<file path="config.mk">
export PLATFORM = sky130hd
export DESIGN_NAME = stack_arith_unit
export DESIGN_NICKNAME = d
export VERILOG_FILES = /design/src/rtl/core/sau_pkg.sv /design/src/rtl/core/sau_ram.sv /design/src/rtl/core/sau_div.sv /design/src/rtl/core/stack_arith_unit.sv
export SDC_FILE = /design/constraint.sdc
export NUM_CORES = 2
export LEC_CHECK = 0
export BUFFER_PORTS_ARGS = -buffer_cell sky130_fd_sc_hd__buf_2
export CORE_MARGIN = 2
export CORE_UTILIZATION = 40
export DETAILED_ROUTE_END_ITERATION = 7
export PLACE_DENSITY_LB_ADDON = 0.1
export RECOVER_POWER = 25
export SYNTH_ARGS = -nofsm -noshare
export SYNTH_HDL_FRONTEND = slang
export SYNTH_SLANG_ARGS = --single-unit
</file>
<file path="constraint.sdc">
create_clock -name clk -period 17.3 [get_ports clk]
set_input_delay 0.865 -clock clk [delete_from_list [all_inputs] [get_ports clk]]
set_output_delay 0.865 -clock clk [all_outputs]
set_load 0.03 [all_outputs]
</file>
<file path="src/rtl/core/sau_pkg.sv">
// ----------------------------------------------------------------------------
// Stack arithmetic unit package
// Operation codes, result status codes, word widths and the controller state
// type shared by the stack arithmetic unit and its parts.
// ----------------------------------------------------------------------------
`default_nettype none

package sau_pkg;

    localparam int WORD_W   = 32;
    localparam int MODE_W   = 3;
    localparam int STATUS_W = 3;
    localparam int DEPTH_W  = 7;

    localparam logic [MODE_W-1:0] MODE_NOP  = 3'd0;
    localparam logic [MODE_W-1:0] MODE_PUSH = 3'd1;
    localparam logic [MODE_W-1:0] MODE_SWAP = 3'd2;
    localparam logic [MODE_W-1:0] MODE_ADD  = 3'd3;
    localparam logic [MODE_W-1:0] MODE_SUB  = 3'd4;
    localparam logic [MODE_W-1:0] MODE_DIV  = 3'd5;

    localparam logic [STATUS_W-1:0] STAT_OK      = 3'd0;
    localparam logic [STATUS_W-1:0] STAT_SHORT   = 3'd1;
    localparam logic [STATUS_W-1:0] STAT_DIVZERO = 3'd2;
    localparam logic [STATUS_W-1:0] STAT_FULL    = 3'd3;
    localparam logic [STATUS_W-1:0] STAT_HALTED  = 3'd4;

    typedef enum logic [2:0] {
        ST_IDLE,
        ST_EXEC,
        ST_SWAP2,
        ST_DIVW,
        ST_RESP
    } sau_state_t;

endpackage

`default_nettype wire

</file>
<file path="src/rtl/core/sau_ram.sv">
// ----------------------------------------------------------------------------
// Generic single-port-write RAM
// One write port and one read port with registered read data.
// ----------------------------------------------------------------------------
`default_nettype none

module sau_ram #(
    parameter int WIDTH = 32,
    parameter int DEPTH = 64
) (
    input  wire logic                     clk,
    input  wire logic                     we,
    input  wire logic [$clog2(DEPTH)-1:0] waddr,
    input  wire logic [WIDTH-1:0]         wdata,
    input  wire logic                     re,
    input  wire logic [$clog2(DEPTH)-1:0] raddr,
    output logic      [WIDTH-1:0]         rdata
);

    logic [WIDTH-1:0] mem_reg [DEPTH];
    logic [WIDTH-1:0] rdata_reg;

    always_ff @(posedge clk)
    begin
        if (we)
        begin
            mem_reg[waddr] <= wdata;
        end
        if (re)
        begin
            rdata_reg <= mem_reg[raddr];
        end
    end

    assign rdata = rdata_reg;

endmodule

`default_nettype wire

</file>
<file path="src/rtl/core/sau_div.sv">
// ----------------------------------------------------------------------------
// Stack arithmetic unit divider
// Signed 32-bit division truncated toward zero, one quotient bit per cycle
// by restoring division on the magnitudes.
// ----------------------------------------------------------------------------
`default_nettype none

module sau_div (
    input  wire logic                       clk,
    input  wire logic                       rst_n,
    input  wire logic                       start,
    input  wire logic [sau_pkg::WORD_W-1:0] num,
    input  wire logic [sau_pkg::WORD_W-1:0] den,
    output logic                            done,
    output logic      [sau_pkg::WORD_W-1:0] quot
);

    import sau_pkg::*;

    localparam int CNT_W = $clog2(WORD_W);

    logic              busy_reg, busy_next;
    logic              done_reg, done_next;
    logic              neg_reg, neg_next;
    logic [CNT_W-1:0]  cnt_reg, cnt_next;
    logic [WORD_W-1:0] rem_reg, rem_next;
    logic [WORD_W-1:0] quo_reg, quo_next;
    logic [WORD_W-1:0] den_reg, den_next;

    logic [WORD_W:0]   shifted;
    logic [WORD_W:0]   trial;
    logic              take;
    logic [WORD_W-1:0] num_mag;
    logic [WORD_W-1:0] den_mag;

    assign num_mag = num[WORD_W-1] ? (WORD_W'(0) - num) : num;
    assign den_mag = den[WORD_W-1] ? (WORD_W'(0) - den) : den;
    assign shifted = {rem_reg, quo_reg[WORD_W-1]};
    assign trial   = shifted - {1'b0, den_reg};
    assign take    = ~trial[WORD_W];

    always_comb
    begin
        busy_next = busy_reg;
        done_next = 1'b0;
        neg_next  = neg_reg;
        cnt_next  = cnt_reg;
        rem_next  = rem_reg;
        quo_next  = quo_reg;
        den_next  = den_reg;
        if (start)
        begin
            busy_next = 1'b1;
            neg_next  = num[WORD_W-1] ^ den[WORD_W-1];
            cnt_next  = '0;
            rem_next  = '0;
            quo_next  = num_mag;
            den_next  = den_mag;
        end
        else if (busy_reg)
        begin
            rem_next = take ? trial[WORD_W-1:0] : shifted[WORD_W-1:0];
            quo_next = {quo_reg[WORD_W-2:0], take};
            cnt_next = cnt_reg + CNT_W'(1);
            if (cnt_reg == CNT_W'(WORD_W - 1))
            begin
                busy_next = 1'b0;
                done_next = 1'b1;
            end
        end
    end

    always_ff @(posedge clk or negedge rst_n)
    begin
        if (!rst_n)
        begin
            busy_reg <= 1'b0;
            done_reg <= 1'b0;
            cnt_reg  <= '0;
        end
        else
        begin
            busy_reg <= busy_next;
            done_reg <= done_next;
            cnt_reg  <= cnt_next;
        end
    end

    always_ff @(posedge clk)
    begin
        neg_reg <= neg_next;
        rem_reg <= rem_next;
        quo_reg <= quo_next;
        den_reg <= den_next;
    end

    assign done = done_reg;
    assign quot = neg_reg ? (WORD_W'(0) - quo_reg) : quo_reg;

endmodule

`default_nettype wire

</file>
<file path="src/rtl/core/stack_arith_unit.sv">
// ----------------------------------------------------------------------------
// Stack arithmetic unit
//
//   Channel  Direction  Contents
//   s_*      in         tuser: mode; tdata: value
//   m_*      out        tdata: status, top_value, depth
//
// Push, nop, halted and error words go idle to resp; add and sub via exec,
// swap via exec and swap2, div via exec and the one-bit-per-cycle divider.
// The stack lives in one RAM; the top word is also kept in a register.
// Reset clears the state, depth, halt flag and output valid, not the RAM.
// A result waits in the output register while the next word is accepted;
// a later result waits for that register to empty.
// ----------------------------------------------------------------------------
`default_nettype none

module stack_arith_unit #(
    parameter int STACK_DEPTH = 64
) (
    input  wire logic        clk,
    input  wire logic        rst_n,
    input  wire logic        s_tvalid,
    output logic             s_tready,
    input  wire logic [31:0] s_tdata,   // [31:0] value
    input  wire logic [2:0]  s_tuser,   // [2:0] mode
    output logic             m_tvalid,
    input  wire logic        m_tready,
    output logic      [47:0] m_tdata    // [2:0] status, [34:3] top_value,
                                        // [41:35] depth, [47:42] zero
);

    import sau_pkg::*;

    localparam int AW = $clog2(STACK_DEPTH);
    localparam int CW = $clog2(STACK_DEPTH + 1);

    sau_state_t           state_reg, state_next;
    logic [CW-1:0]        count_reg, count_next;
    logic                 halted_reg, halted_next;
    logic [WORD_W-1:0]    top_reg, top_next;
    logic [MODE_W-1:0]    mode_reg, mode_next;
    logic [STATUS_W-1:0]  status_reg, status_next;
    logic                 m_valid_reg, m_valid_next;
    logic [STATUS_W-1:0]  m_status_reg, m_status_next;
    logic [WORD_W-1:0]    m_top_reg, m_top_next;
    logic [DEPTH_W-1:0]   m_depth_reg, m_depth_next;

    logic                 s_accept;
    logic                 slot_free;
    logic                 op_binary;
    logic                 stack_full;
    logic                 stack_short;
    logic [CW-1:0]        cnt_m1;
    logic [CW-1:0]        cnt_m2;
    logic [CW+DEPTH_W-1:0] depth_ext;

    logic                 mem_we;
    logic [AW-1:0]        mem_waddr;
    logic [WORD_W-1:0]    mem_wdata;
    logic                 mem_re;
    logic [WORD_W-1:0]    mem_rdata;
    logic                 div_start;
    logic                 div_done;
    logic [WORD_W-1:0]    div_quot;
    logic [WORD_W-1:0]    alu_sum;
    logic [WORD_W-1:0]    alu_diff;

    assign s_tready    = (state_reg == ST_IDLE);
    assign s_accept    = s_tvalid && s_tready;
    assign slot_free   = !m_valid_reg || m_tready;
    assign op_binary   = (s_tuser == MODE_SWAP) || (s_tuser == MODE_ADD) ||
                         (s_tuser == MODE_SUB) || (s_tuser == MODE_DIV);
    assign stack_full  = (count_reg >= CW'(STACK_DEPTH));
    assign stack_short = (count_reg < CW'(2));
    assign cnt_m1      = count_reg - CW'(1);
    assign cnt_m2      = count_reg - CW'(2);
    assign depth_ext   = {{DEPTH_W{1'b0}}, count_reg};
    assign alu_sum     = mem_rdata + top_reg;
    assign alu_diff    = mem_rdata - top_reg;

    sau_ram #(
        .WIDTH(WORD_W),
        .DEPTH(STACK_DEPTH)
    ) u_stack_ram (
        .clk   (clk),
        .we    (mem_we),
        .waddr (mem_waddr),
        .wdata (mem_wdata),
        .re    (mem_re),
        .raddr (cnt_m2[AW-1:0]),
        .rdata (mem_rdata)
    );

    sau_div u_div (
        .clk   (clk),
        .rst_n (rst_n),
        .start (div_start),
        .num   (mem_rdata),
        .den   (top_reg),
        .done  (div_done),
        .quot  (div_quot)
    );

    always_comb
    begin
        state_next = state_reg;
        case (state_reg)
            ST_IDLE:
            begin
                if (s_accept)
                begin
                    if (!halted_reg && op_binary && !stack_short &&
                        !((s_tuser == MODE_DIV) && (top_reg == '0)))
                    begin
                        state_next = ST_EXEC;
                    end
                    else
                    begin
                        state_next = ST_RESP;
                    end
                end
            end
            ST_EXEC:
            begin
                case (mode_reg)
                    MODE_SWAP: state_next = ST_SWAP2;
                    MODE_DIV:  state_next = ST_DIVW;
                    default:   state_next = ST_RESP;
                endcase
            end
            ST_SWAP2:
            begin
                state_next = ST_RESP;
            end
            ST_DIVW:
            begin
                if (div_done)
                begin
                    state_next = ST_RESP;
                end
            end
            ST_RESP:
            begin
                if (slot_free)
                begin
                    state_next = ST_IDLE;
                end
            end
            default:
            begin
                state_next = ST_IDLE;
            end
        endcase
    end

    always_comb
    begin
        count_next    = count_reg;
        halted_next   = halted_reg;
        top_next      = top_reg;
        mode_next     = mode_reg;
        status_next   = status_reg;
        m_valid_next  = m_valid_reg && !m_tready;
        m_status_next = m_status_reg;
        m_top_next    = m_top_reg;
        m_depth_next  = m_depth_reg;
        mem_we        = 1'b0;
        mem_waddr     = cnt_m2[AW-1:0];
        mem_wdata     = top_reg;
        mem_re        = 1'b0;
        div_start     = 1'b0;
        case (state_reg)
            ST_IDLE:
            begin
                if (s_accept)
                begin
                    mode_next   = s_tuser;
                    status_next = STAT_OK;
                    if (halted_reg)
                    begin
                        status_next = STAT_HALTED;
                    end
                    else if (s_tuser == MODE_PUSH)
                    begin
                        if (stack_full)
                        begin
                            status_next = STAT_FULL;
                            halted_next = 1'b1;
                        end
                        else
                        begin
                            mem_we     = 1'b1;
                            mem_waddr  = count_reg[AW-1:0];
                            mem_wdata  = s_tdata;
                            top_next   = s_tdata;
                            count_next = count_reg + CW'(1);
                        end
                    end
                    else if (op_binary)
                    begin
                        if (stack_short)
                        begin
                            status_next = STAT_SHORT;
                            halted_next = 1'b1;
                        end
                        else if ((s_tuser == MODE_DIV) && (top_reg == '0))
                        begin
                            status_next = STAT_DIVZERO;
                            halted_next = 1'b1;
                        end
                        else
                        begin
                            mem_re = 1'b1;
                        end
                    end
                end
            end
            ST_EXEC:
            begin
                case (mode_reg)
                    MODE_SWAP:
                    begin
                        mem_we    = 1'b1;
                        mem_wdata = top_reg;
                        top_next  = mem_rdata;
                    end
                    MODE_ADD:
                    begin
                        mem_we     = 1'b1;
                        mem_wdata  = alu_sum;
                        top_next   = alu_sum;
                        count_next = cnt_m1;
                    end
                    MODE_SUB:
                    begin
                        mem_we     = 1'b1;
                        mem_wdata  = alu_diff;
                        top_next   = alu_diff;
                        count_next = cnt_m1;
                    end
                    MODE_DIV:
                    begin
                        div_start = 1'b1;
                    end
                    default:
                    begin
                        mem_we = 1'b0;
                    end
                endcase
            end
            ST_SWAP2:
            begin
                mem_we    = 1'b1;
                mem_waddr = cnt_m1[AW-1:0];
                mem_wdata = top_reg;
            end
            ST_DIVW:
            begin
                if (div_done)
                begin
                    mem_we     = 1'b1;
                    mem_wdata  = div_quot;
                    top_next   = div_quot;
                    count_next = cnt_m1;
                end
            end
            ST_RESP:
            begin
                if (slot_free)
                begin
                    m_valid_next  = 1'b1;
                    m_status_next = status_reg;
                    m_top_next    = (count_reg == '0) ? '0 : top_reg;
                    m_depth_next  = depth_ext[DEPTH_W-1:0];
                end
            end
            default:
            begin
                mem_we = 1'b0;
            end
        endcase
    end

    always_ff @(posedge clk or negedge rst_n)
    begin
        if (!rst_n)
        begin
            state_reg   <= ST_IDLE;
            count_reg   <= '0;
            halted_reg  <= 1'b0;
            m_valid_reg <= 1'b0;
        end
        else
        begin
            state_reg   <= state_next;
            count_reg   <= count_next;
            halted_reg  <= halted_next;
            m_valid_reg <= m_valid_next;
        end
    end

    always_ff @(posedge clk)
    begin
        top_reg      <= top_next;
        mode_reg     <= mode_next;
        status_reg   <= status_next;
        m_status_reg <= m_status_next;
        m_top_reg    <= m_top_next;
        m_depth_reg  <= m_depth_next;
    end

    assign m_tvalid = m_valid_reg;
    assign m_tdata  = {6'b0, m_depth_reg, m_top_reg, m_status_reg};

endmodule

`default_nettype wire

</file>
Word-level counts from Yosys, hierarchy flattened
Memory sizes are Yosys's and may differ from the RTL's. A register that Yosys moved wholly into a read port is not among the register bits.
Cells that the tools add are included.
Widths: inputs -> output; s select.
- multiplexer cells: 72
- equality and inequality tests: 22
- $add $sub $neg: 10
- reductions and logical operators: 27
- magnitude comparators: 2
- bitwise logic cells: 2
- operators by type and width (kind ; number):
    $mux 32 ; 10
    $pmux 32 s3 ; 3
    $sub 1x32->32 const A ; 3
    $pmux 32 s2 ; 1
    $mux 7 ; 6
    $sub 33x32->33 ; 1
    $add 32x32->32 ; 1
    $logic_not 32->1 ; 1
    $sub 32x32->32 ; 1
    $mux 1 ; 31
    $mux 31 ; 1
    $mux 6 ; 4
    $pmux 7 s3 ; 1
    $eq 3x2->1 const B ; 6
    $eq 3x3->1 const B ; 5
    $mux 3 ; 5
    $pmux 3 s5 ; 1
    $pmux 6 s2 ; 1
    $mux 5 ; 2
    $mux 2 ; 4
    $ne 2x2->1 const B ; 4
    $add 7x1->7 const B ; 1
    $ge 7x7->1 const B ; 1
    $logic_not 7->1 ; 1
    other kinds (23) ; 40
- output and inout bits: 50
- input bits: 39
- memory bits (writable): 2048
- register bits after elaboration: 196
- word-level logic and storage cells: 154
- memories kept: 1
- memory list (memory ; depth ; width ; read ports ; clocked after memory_dff ; write ports ; RTL line ; text):
    u_stack_ram.mem_reg ; 64 ; 32 ; 1 ; 1 ; 1 ; sau_ram.sv:20 ; logic [WIDTH-1:0] mem_reg [DEPTH];

Longest topological paths before layout
- depth in word-level cells: 10
- depth in mapped cells: 15
- gate-level depth less buffers: 13

By module
From an unflattened synthesis, not the netlist that was laid out.
- cells, all modules: 5467
- area, all modules: 96492.5 µm²
- by module, submodules not included (module ; instances ; area each (µm²) ; cells each):
    sau_ram ; 1 ; 78859.4 ; 3328
    stack_arith_unit ; 1 ; 10027.1 ; 1289
    sau_div ; 1 ; 7606.0 ; 850

Worst setup path after synthesis
No wires, ideal clock.
- path kind: register -> register
- start point: reg top_reg[16]
- end point: mem u_stack_ram.mem_reg[0][21] (data pin)
- data required time: 16580 ps
- setup slack: 11354 ps
- path buffers: 1
- stages on the path, launching flop included: 14
- data arrival time: 5227 ps
- period minus slack after synthesis: 5946 ps
- path through: edfxtp_1 > inv_1 > ha_1 > buf_2 > nor2_1 > a211oi_1 > o2111ai_1 > a211o_1 > o21a_1 > a21oi_2 > a22oi_1 > o21ai_0 > a21oi_1 > o31ai_1
- word-level cells in the longest chain between the ends: 3
- elaborated cells between the ends (all ways): 4
- ends and longest elaborated chain (what ; RTL line ; text):
    start, declared ; stack_arith_unit.sv:40 ; logic [WORD_W-1:0] top_reg, top_next;
    start signal, assigned ; stack_arith_unit.sv:304 ; top_reg <= top_next;
    $sub 32x32->32 or $add 32x32->32 (tied branches) ; stack_arith_unit.sv:79, stack_arith_unit.sv:78 ;
    $pmux 32 s2 (*) ; stack_arith_unit.sv:220 ; case (mode_reg)
    $pmux 32 s3 (*) ; stack_arith_unit.sv:172 ; case (state_reg)
    named net mem_wdata[21] ; stack_arith_unit.sv:59 ; logic [WORD_W-1:0] mem_wdata;
    end, declared ; sau_ram.sv:20 ;
Mark *: on every way through the listed nets, which the timed path passes. The rest lies on a longest branch.

Worst setup path in the final report
- start point: reg state_reg[1]
- end point: mem u_stack_ram.mem_reg[25][7] (data pin)
- word-level cells in the longest chain between the ends: 4
- elaborated cells between the ends (all ways): 6
- ends and longest elaborated chain (what ; RTL line ; text):
    start, declared ; stack_arith_unit.sv:37 ; sau_state_t state_reg, state_next;
    start signal, assigned ; stack_arith_unit.sv:295 ; state_reg <= state_next;
    $logic_not 3->1 ; stack_arith_unit.sv:68, stack_arith_unit.sv:172 ;
    $logic_and 1x1->1 ; stack_arith_unit.sv:69 ; assign s_accept = s_tvalid && s_tready;
    $mux 32 ; stack_arith_unit.sv:175 ; if (s_accept)
    $pmux 32 s3 (*) ; stack_arith_unit.sv:172 ;
    named net mem_wdata[7] ; stack_arith_unit.sv:59 ;
Marked as above.

==> summary.md <==
| Metric | Value |
|---|---|
| Ranking of synthesized cells by area | `sky130_fd_sc_hd__edfxtp_1 70%, sky130_fd_sc_hd__mux4_2 16%, sky130_fd_sc_hd__ha_1 1.4%` |
| Type of the worst setup path | `register to register` |
| Number of enable flip-flop cells after synthesis | `2225` |
| Maximum vdd drop | `0.225 mV` |
| Clock Sink Count | `2276` |
| Routed length per placed instance | `31.5 um` |
| Status | `finished with violations` |
| DRT antenna net count | `0` |
| Fmax achieved | `109 MHz` |
| Family of cells with the greatest summed delay on the critical path | `buffers and inverters` |
| Later-pin clock latency in the skew report | `900 ps` |
| Most frequent cell after synthesis | `sky130_fd_sc_hd__edfxtp_1` |
| Detailed Route WL | `273000 um` |
| Synthesis-to-finish area growth | `13.5%` |
| Root buffer cell | `sky130_fd_sc_hd__clkbuf_16` |
| Area of the core | `0.238 sq mm` |
| Cell accounting for the most synthesized area | `sky130_fd_sc_hd__edfxtp_1` |
| Number of DRC violations after detailed-routing iteration 0 | `4951` |
| HPWL after DPL | `158000 um` |
| Primary FF master, synth | `sky130_fd_sc_hd__edfxtp_1` |
| Global-route layer with the greatest usage | `met2` |
| Cell type of the slowest stage on the worst timing path | `sky130_fd_sc_hd__clkbuf_1` |
| Flops & latches, synth | `2276` |
| Synth top area share | `0.698` |
| Reg2reg start | `state_reg[1]` |
| Worst slew margin relative to its limit | `-1.99` |
| Critical Path AT | `9430 ps` |
| Post-layout nets | `5463` |
| # Post-CTS Setup Buffers | `0` |
| Horizontal die dimension | `493 um` |
| Count of buffering cells on the critical path with inverters included | `5` |
| Crit. End Element | `register` |
| Crit-path max FO | `64` |
| Number of gates on the worst path with buffers counted | `11` |
| Worst path most repeated cell | `sky130_fd_sc_hd__clkbuf_1` |
| Met3 GRT Util | `0.0306` |
| Vias per inst | `5.88` |
| Distinct cell type count of the synthesized netlist | `88` |
| Post-synthesis async set-or-reset flop share | `0.00835` |
| Fin worst setup slack | `8100 ps` |
| Flip-flop count of the largest register, all copies and words added | `2048` |
| Pin count of the biggest net entering global routing | `107` |
| Critical path cell sequence | `inv_1 -> nand2_1 -> clkbuf_1 -> inv_1 -> and4_2 -> clkbuf_1 -> mux2i_1 -> nor2_1 -> o31ai_1 -> a21oi_4 -> clkbuf_1` |
| Count of vias placed by the detailed router | `51.1k` |
| Final routed DRC violation total | `0` |
| Vert. Die Dim | `493 um` |
| Maximum number of buffers from clock root to sink | `3` |
| Core Rows | `179` |
| Worst setup path startpoint | `state_reg[1]` |
| Synth warn | `0` |
| Peak per-stage delay on the critical path | `2230 ps` |
| Violated checks | `max-capacitance violations, max-slew violations` |
| Hold path startpoint | `s_tuser[1]` |
| Placed instance area | `0.101 sq mm` |
| Number of violations of the max-capacitance limit | `28` |
| Post-route standard cell area excluding fillers | `0.109 sq mm` |
| Leakage | `0.0344 uW` |
| Total routing usage reported by global routing | `0.223` |
| Final clock period utilization by the worst path | `0.532` |
| Leading cell types by count after synthesis | `2225 x sky130_fd_sc_hd__edfxtp_1, 664 x sky130_fd_sc_hd__mux4_2, 243 x sky130_fd_sc_hd__nor2_1` |
| Number of hold violations in the final report | `0` |
| Number of levels in the clock H-tree | `4` |
| Met1 GRT Util | `0.314` |
| Number of instances in the synthesized netlist | `5103` |
| Number of buffers added on ports | `82` |
| Total setup violations reported at the end of the flow | `0` |
| Die footprint | `0.243 sq mm` |
| Via count of the first global-routing pass | `50.9k` |
| CP required | `17530 ps` |
| Worst-case setup slack after placement | `11890 ps` |
| Total gr overflow | `0` |
| Clock Pin Slew Worst Setup and Hold Paths | `60 ps` |
| CTS Buf Count | `236` |
| Worst Max-Slew Pin Slew | `4490 ps` |
| Sequential fraction of the synthesis area | `0.709` |
| Iteration count of the initial detailed-routing pass | `6` |
| Power density cells | `208 mW/mm^2` |
| Post-layout min period | `9200 ps` |
| I/O pin count | `89` |
| Hold-critical path depth | `1` |
| TritonCTS clock tree | `done` |
| Mean cell area of the mapped netlist | `18.8 sq um` |
| Gpl congestion | `0.916` |
| Worst clock skew on the final layout | `56.2 ps` |
| First-pass GRT wire length | `387000 um` |
| Initial core utilization | `0.403` |
| Slew Limit Fails | `1381` |
| Number of cells traversed by the worst register-to-register path | `11` |
| Antenna violations before repair | `18` |
| Netlist area before placement | `0.0957 sq mm` |
| Worst min path class | `input pin to register` |
| Met2 Use GR | `0.364` |
| Fillcell total | `20.3k` |
| Sum Neg Setup Slack | `0 ps` |
| Setup repair after global routing missed its margin | `no` |
| Kind of start point of the critical path | `register` |
| Fraction of final layout cells with drive strength greater than 1 | `0.237` |
## final timing paths
path,slack (ps),endpoint
max in group asynchronous,15770,u_div.busy_reg
hold reg to reg,490,u_div.rem_reg[13]
min in group asynchronous,740,u_div.cnt_reg[3]
hold / removal,280,mode_reg[1]
setup reg to reg,8100,u_stack_ram.mem_reg[25][7]
setup / recovery,8100,u_stack_ram.mem_reg[25][7]
## where the power goes
part	internal, uW	leakage, uW	switching [uW]
combinational	3160	0.0101	5760
sequential	8210	0.0206	392
clock	2860	0.00373	2200
## cell families (layout without fill, tap and decap cells)
kind of cell               count (synthesis)  in the layout  share of synthesized area
xor gates and xnor gates                 141            141                     0.0131
buffers and inverters                    399            809                     0.0166
AOI/OAI and AO/OA                        779            779                     0.0517
and+or+nand+nor                          672            672                     0.0319
muxes                                    727            727                      0.163
DFF                                     2276           2276                      0.709
other                                      1             13                  0.0000392
adders and majority gates                108            108                     0.0143
## cell usage in the layout, fill, tap and decap left out, types with 16 or more instances in the layout
| master | count |
|---|---|
| sky130_fd_sc_hd__edfxtp_1 | 2225 |
| sky130_fd_sc_hd__nand2_1 | 193 |
| sky130_fd_sc_hd__bufinv_16 | 22 |
| sky130_fd_sc_hd__clkbuf_1 | 128 |
| sky130_fd_sc_hd__nand3_1 | 34 |
| sky130_fd_sc_hd__o22ai_1 | 18 |
| sky130_fd_sc_hd__o31ai_1 | 41 |
| sky130_fd_sc_hd__o21ai_0 | 211 |
| sky130_fd_sc_hd__or3_1 | 26 |
| sky130_fd_sc_hd__a211oi_1 | 25 |
| sky130_fd_sc_hd__a22oi_1 | 16 |
| sky130_fd_sc_hd__nor3_1 | 36 |
| sky130_fd_sc_hd__nor2_1 | 176 |
| sky130_fd_sc_hd__o21a_1 | 18 |
| sky130_fd_sc_hd__xor2_1 | 69 |
| sky130_fd_sc_hd__dfxtp_1 | 32 |
| sky130_fd_sc_hd__clkinv_2 | 53 |
| sky130_fd_sc_hd__o21bai_1 | 19 |
| sky130_fd_sc_hd__ha_1 | 104 |
| sky130_fd_sc_hd__clkinv_1 | 52 |
| sky130_fd_sc_hd__clkbuf_16 | 237 |
| sky130_fd_sc_hd__nand2b_1 | 28 |
| sky130_fd_sc_hd__mux2i_1 | 59 |
| sky130_fd_sc_hd__nor2_4 | 64 |
| sky130_fd_sc_hd__inv_1 | 113 |
| sky130_fd_sc_hd__a21o_1 | 33 |
| sky130_fd_sc_hd__a21oi_1 | 214 |
| sky130_fd_sc_hd__a31oi_1 | 23 |
| sky130_fd_sc_hd__nor2b_1 | 27 |
| sky130_fd_sc_hd__mux4_2 | 664 |
| sky130_fd_sc_hd__buf_2 | 34 |
| sky130_fd_sc_hd__buf_4 | 140 |
| sky130_fd_sc_hd__xnor2_1 | 68 |
| sky130_fd_sc_hd__dfrtp_1 | 18 |
## layout make-up
cell class	instances	area (sq um)	share of cell area
Tap cell	3167	3960	0.0365
Antenna cell	7	17.5	0.000161
Multi-Input combinational cell	2433	27000	0.249
Inverter	115	432	0.00397
Clock inverter	148	1510	0.0139
Timing Repair Buffer	254	1610	0.0148
Clock buffer	292	6150	0.0566
Sequential cell	2276	67900	0.625
## metal layers
layer  share of wire  wire length, um
met2            0.48           133000
met1            0.43           119000
met4           0.027             7260
met5        0.000048               13
met3           0.055            15000
## metrics by stage
| stage | util | std cells | power, uW | hold slack, ps |
|---|---|---|---|---|
| 4_1_cts | 0.458 | 8685 | 22700 | 119 |
| 5_1_grt | 0.457 | 8686 | 23600 | 227 |
| 2_1_floorplan | - | 5108 | 14200 | 400 |
| 6_report | 0.457 | 8692 | 22600 | 284 |
| 3_3_place_gp | 0.425 | 8244 | 17500 | 467 |
| 3_5_place_dp | 0.425 | 8244 | 17600 | 466 |
## repair_timing
item,in CTS,in global routing
hold buffers,1,0
endpoints found under the hold margin,19,0
gates resized for setup,0,0
No activity file was read; power rests on OpenSTA's default activity.
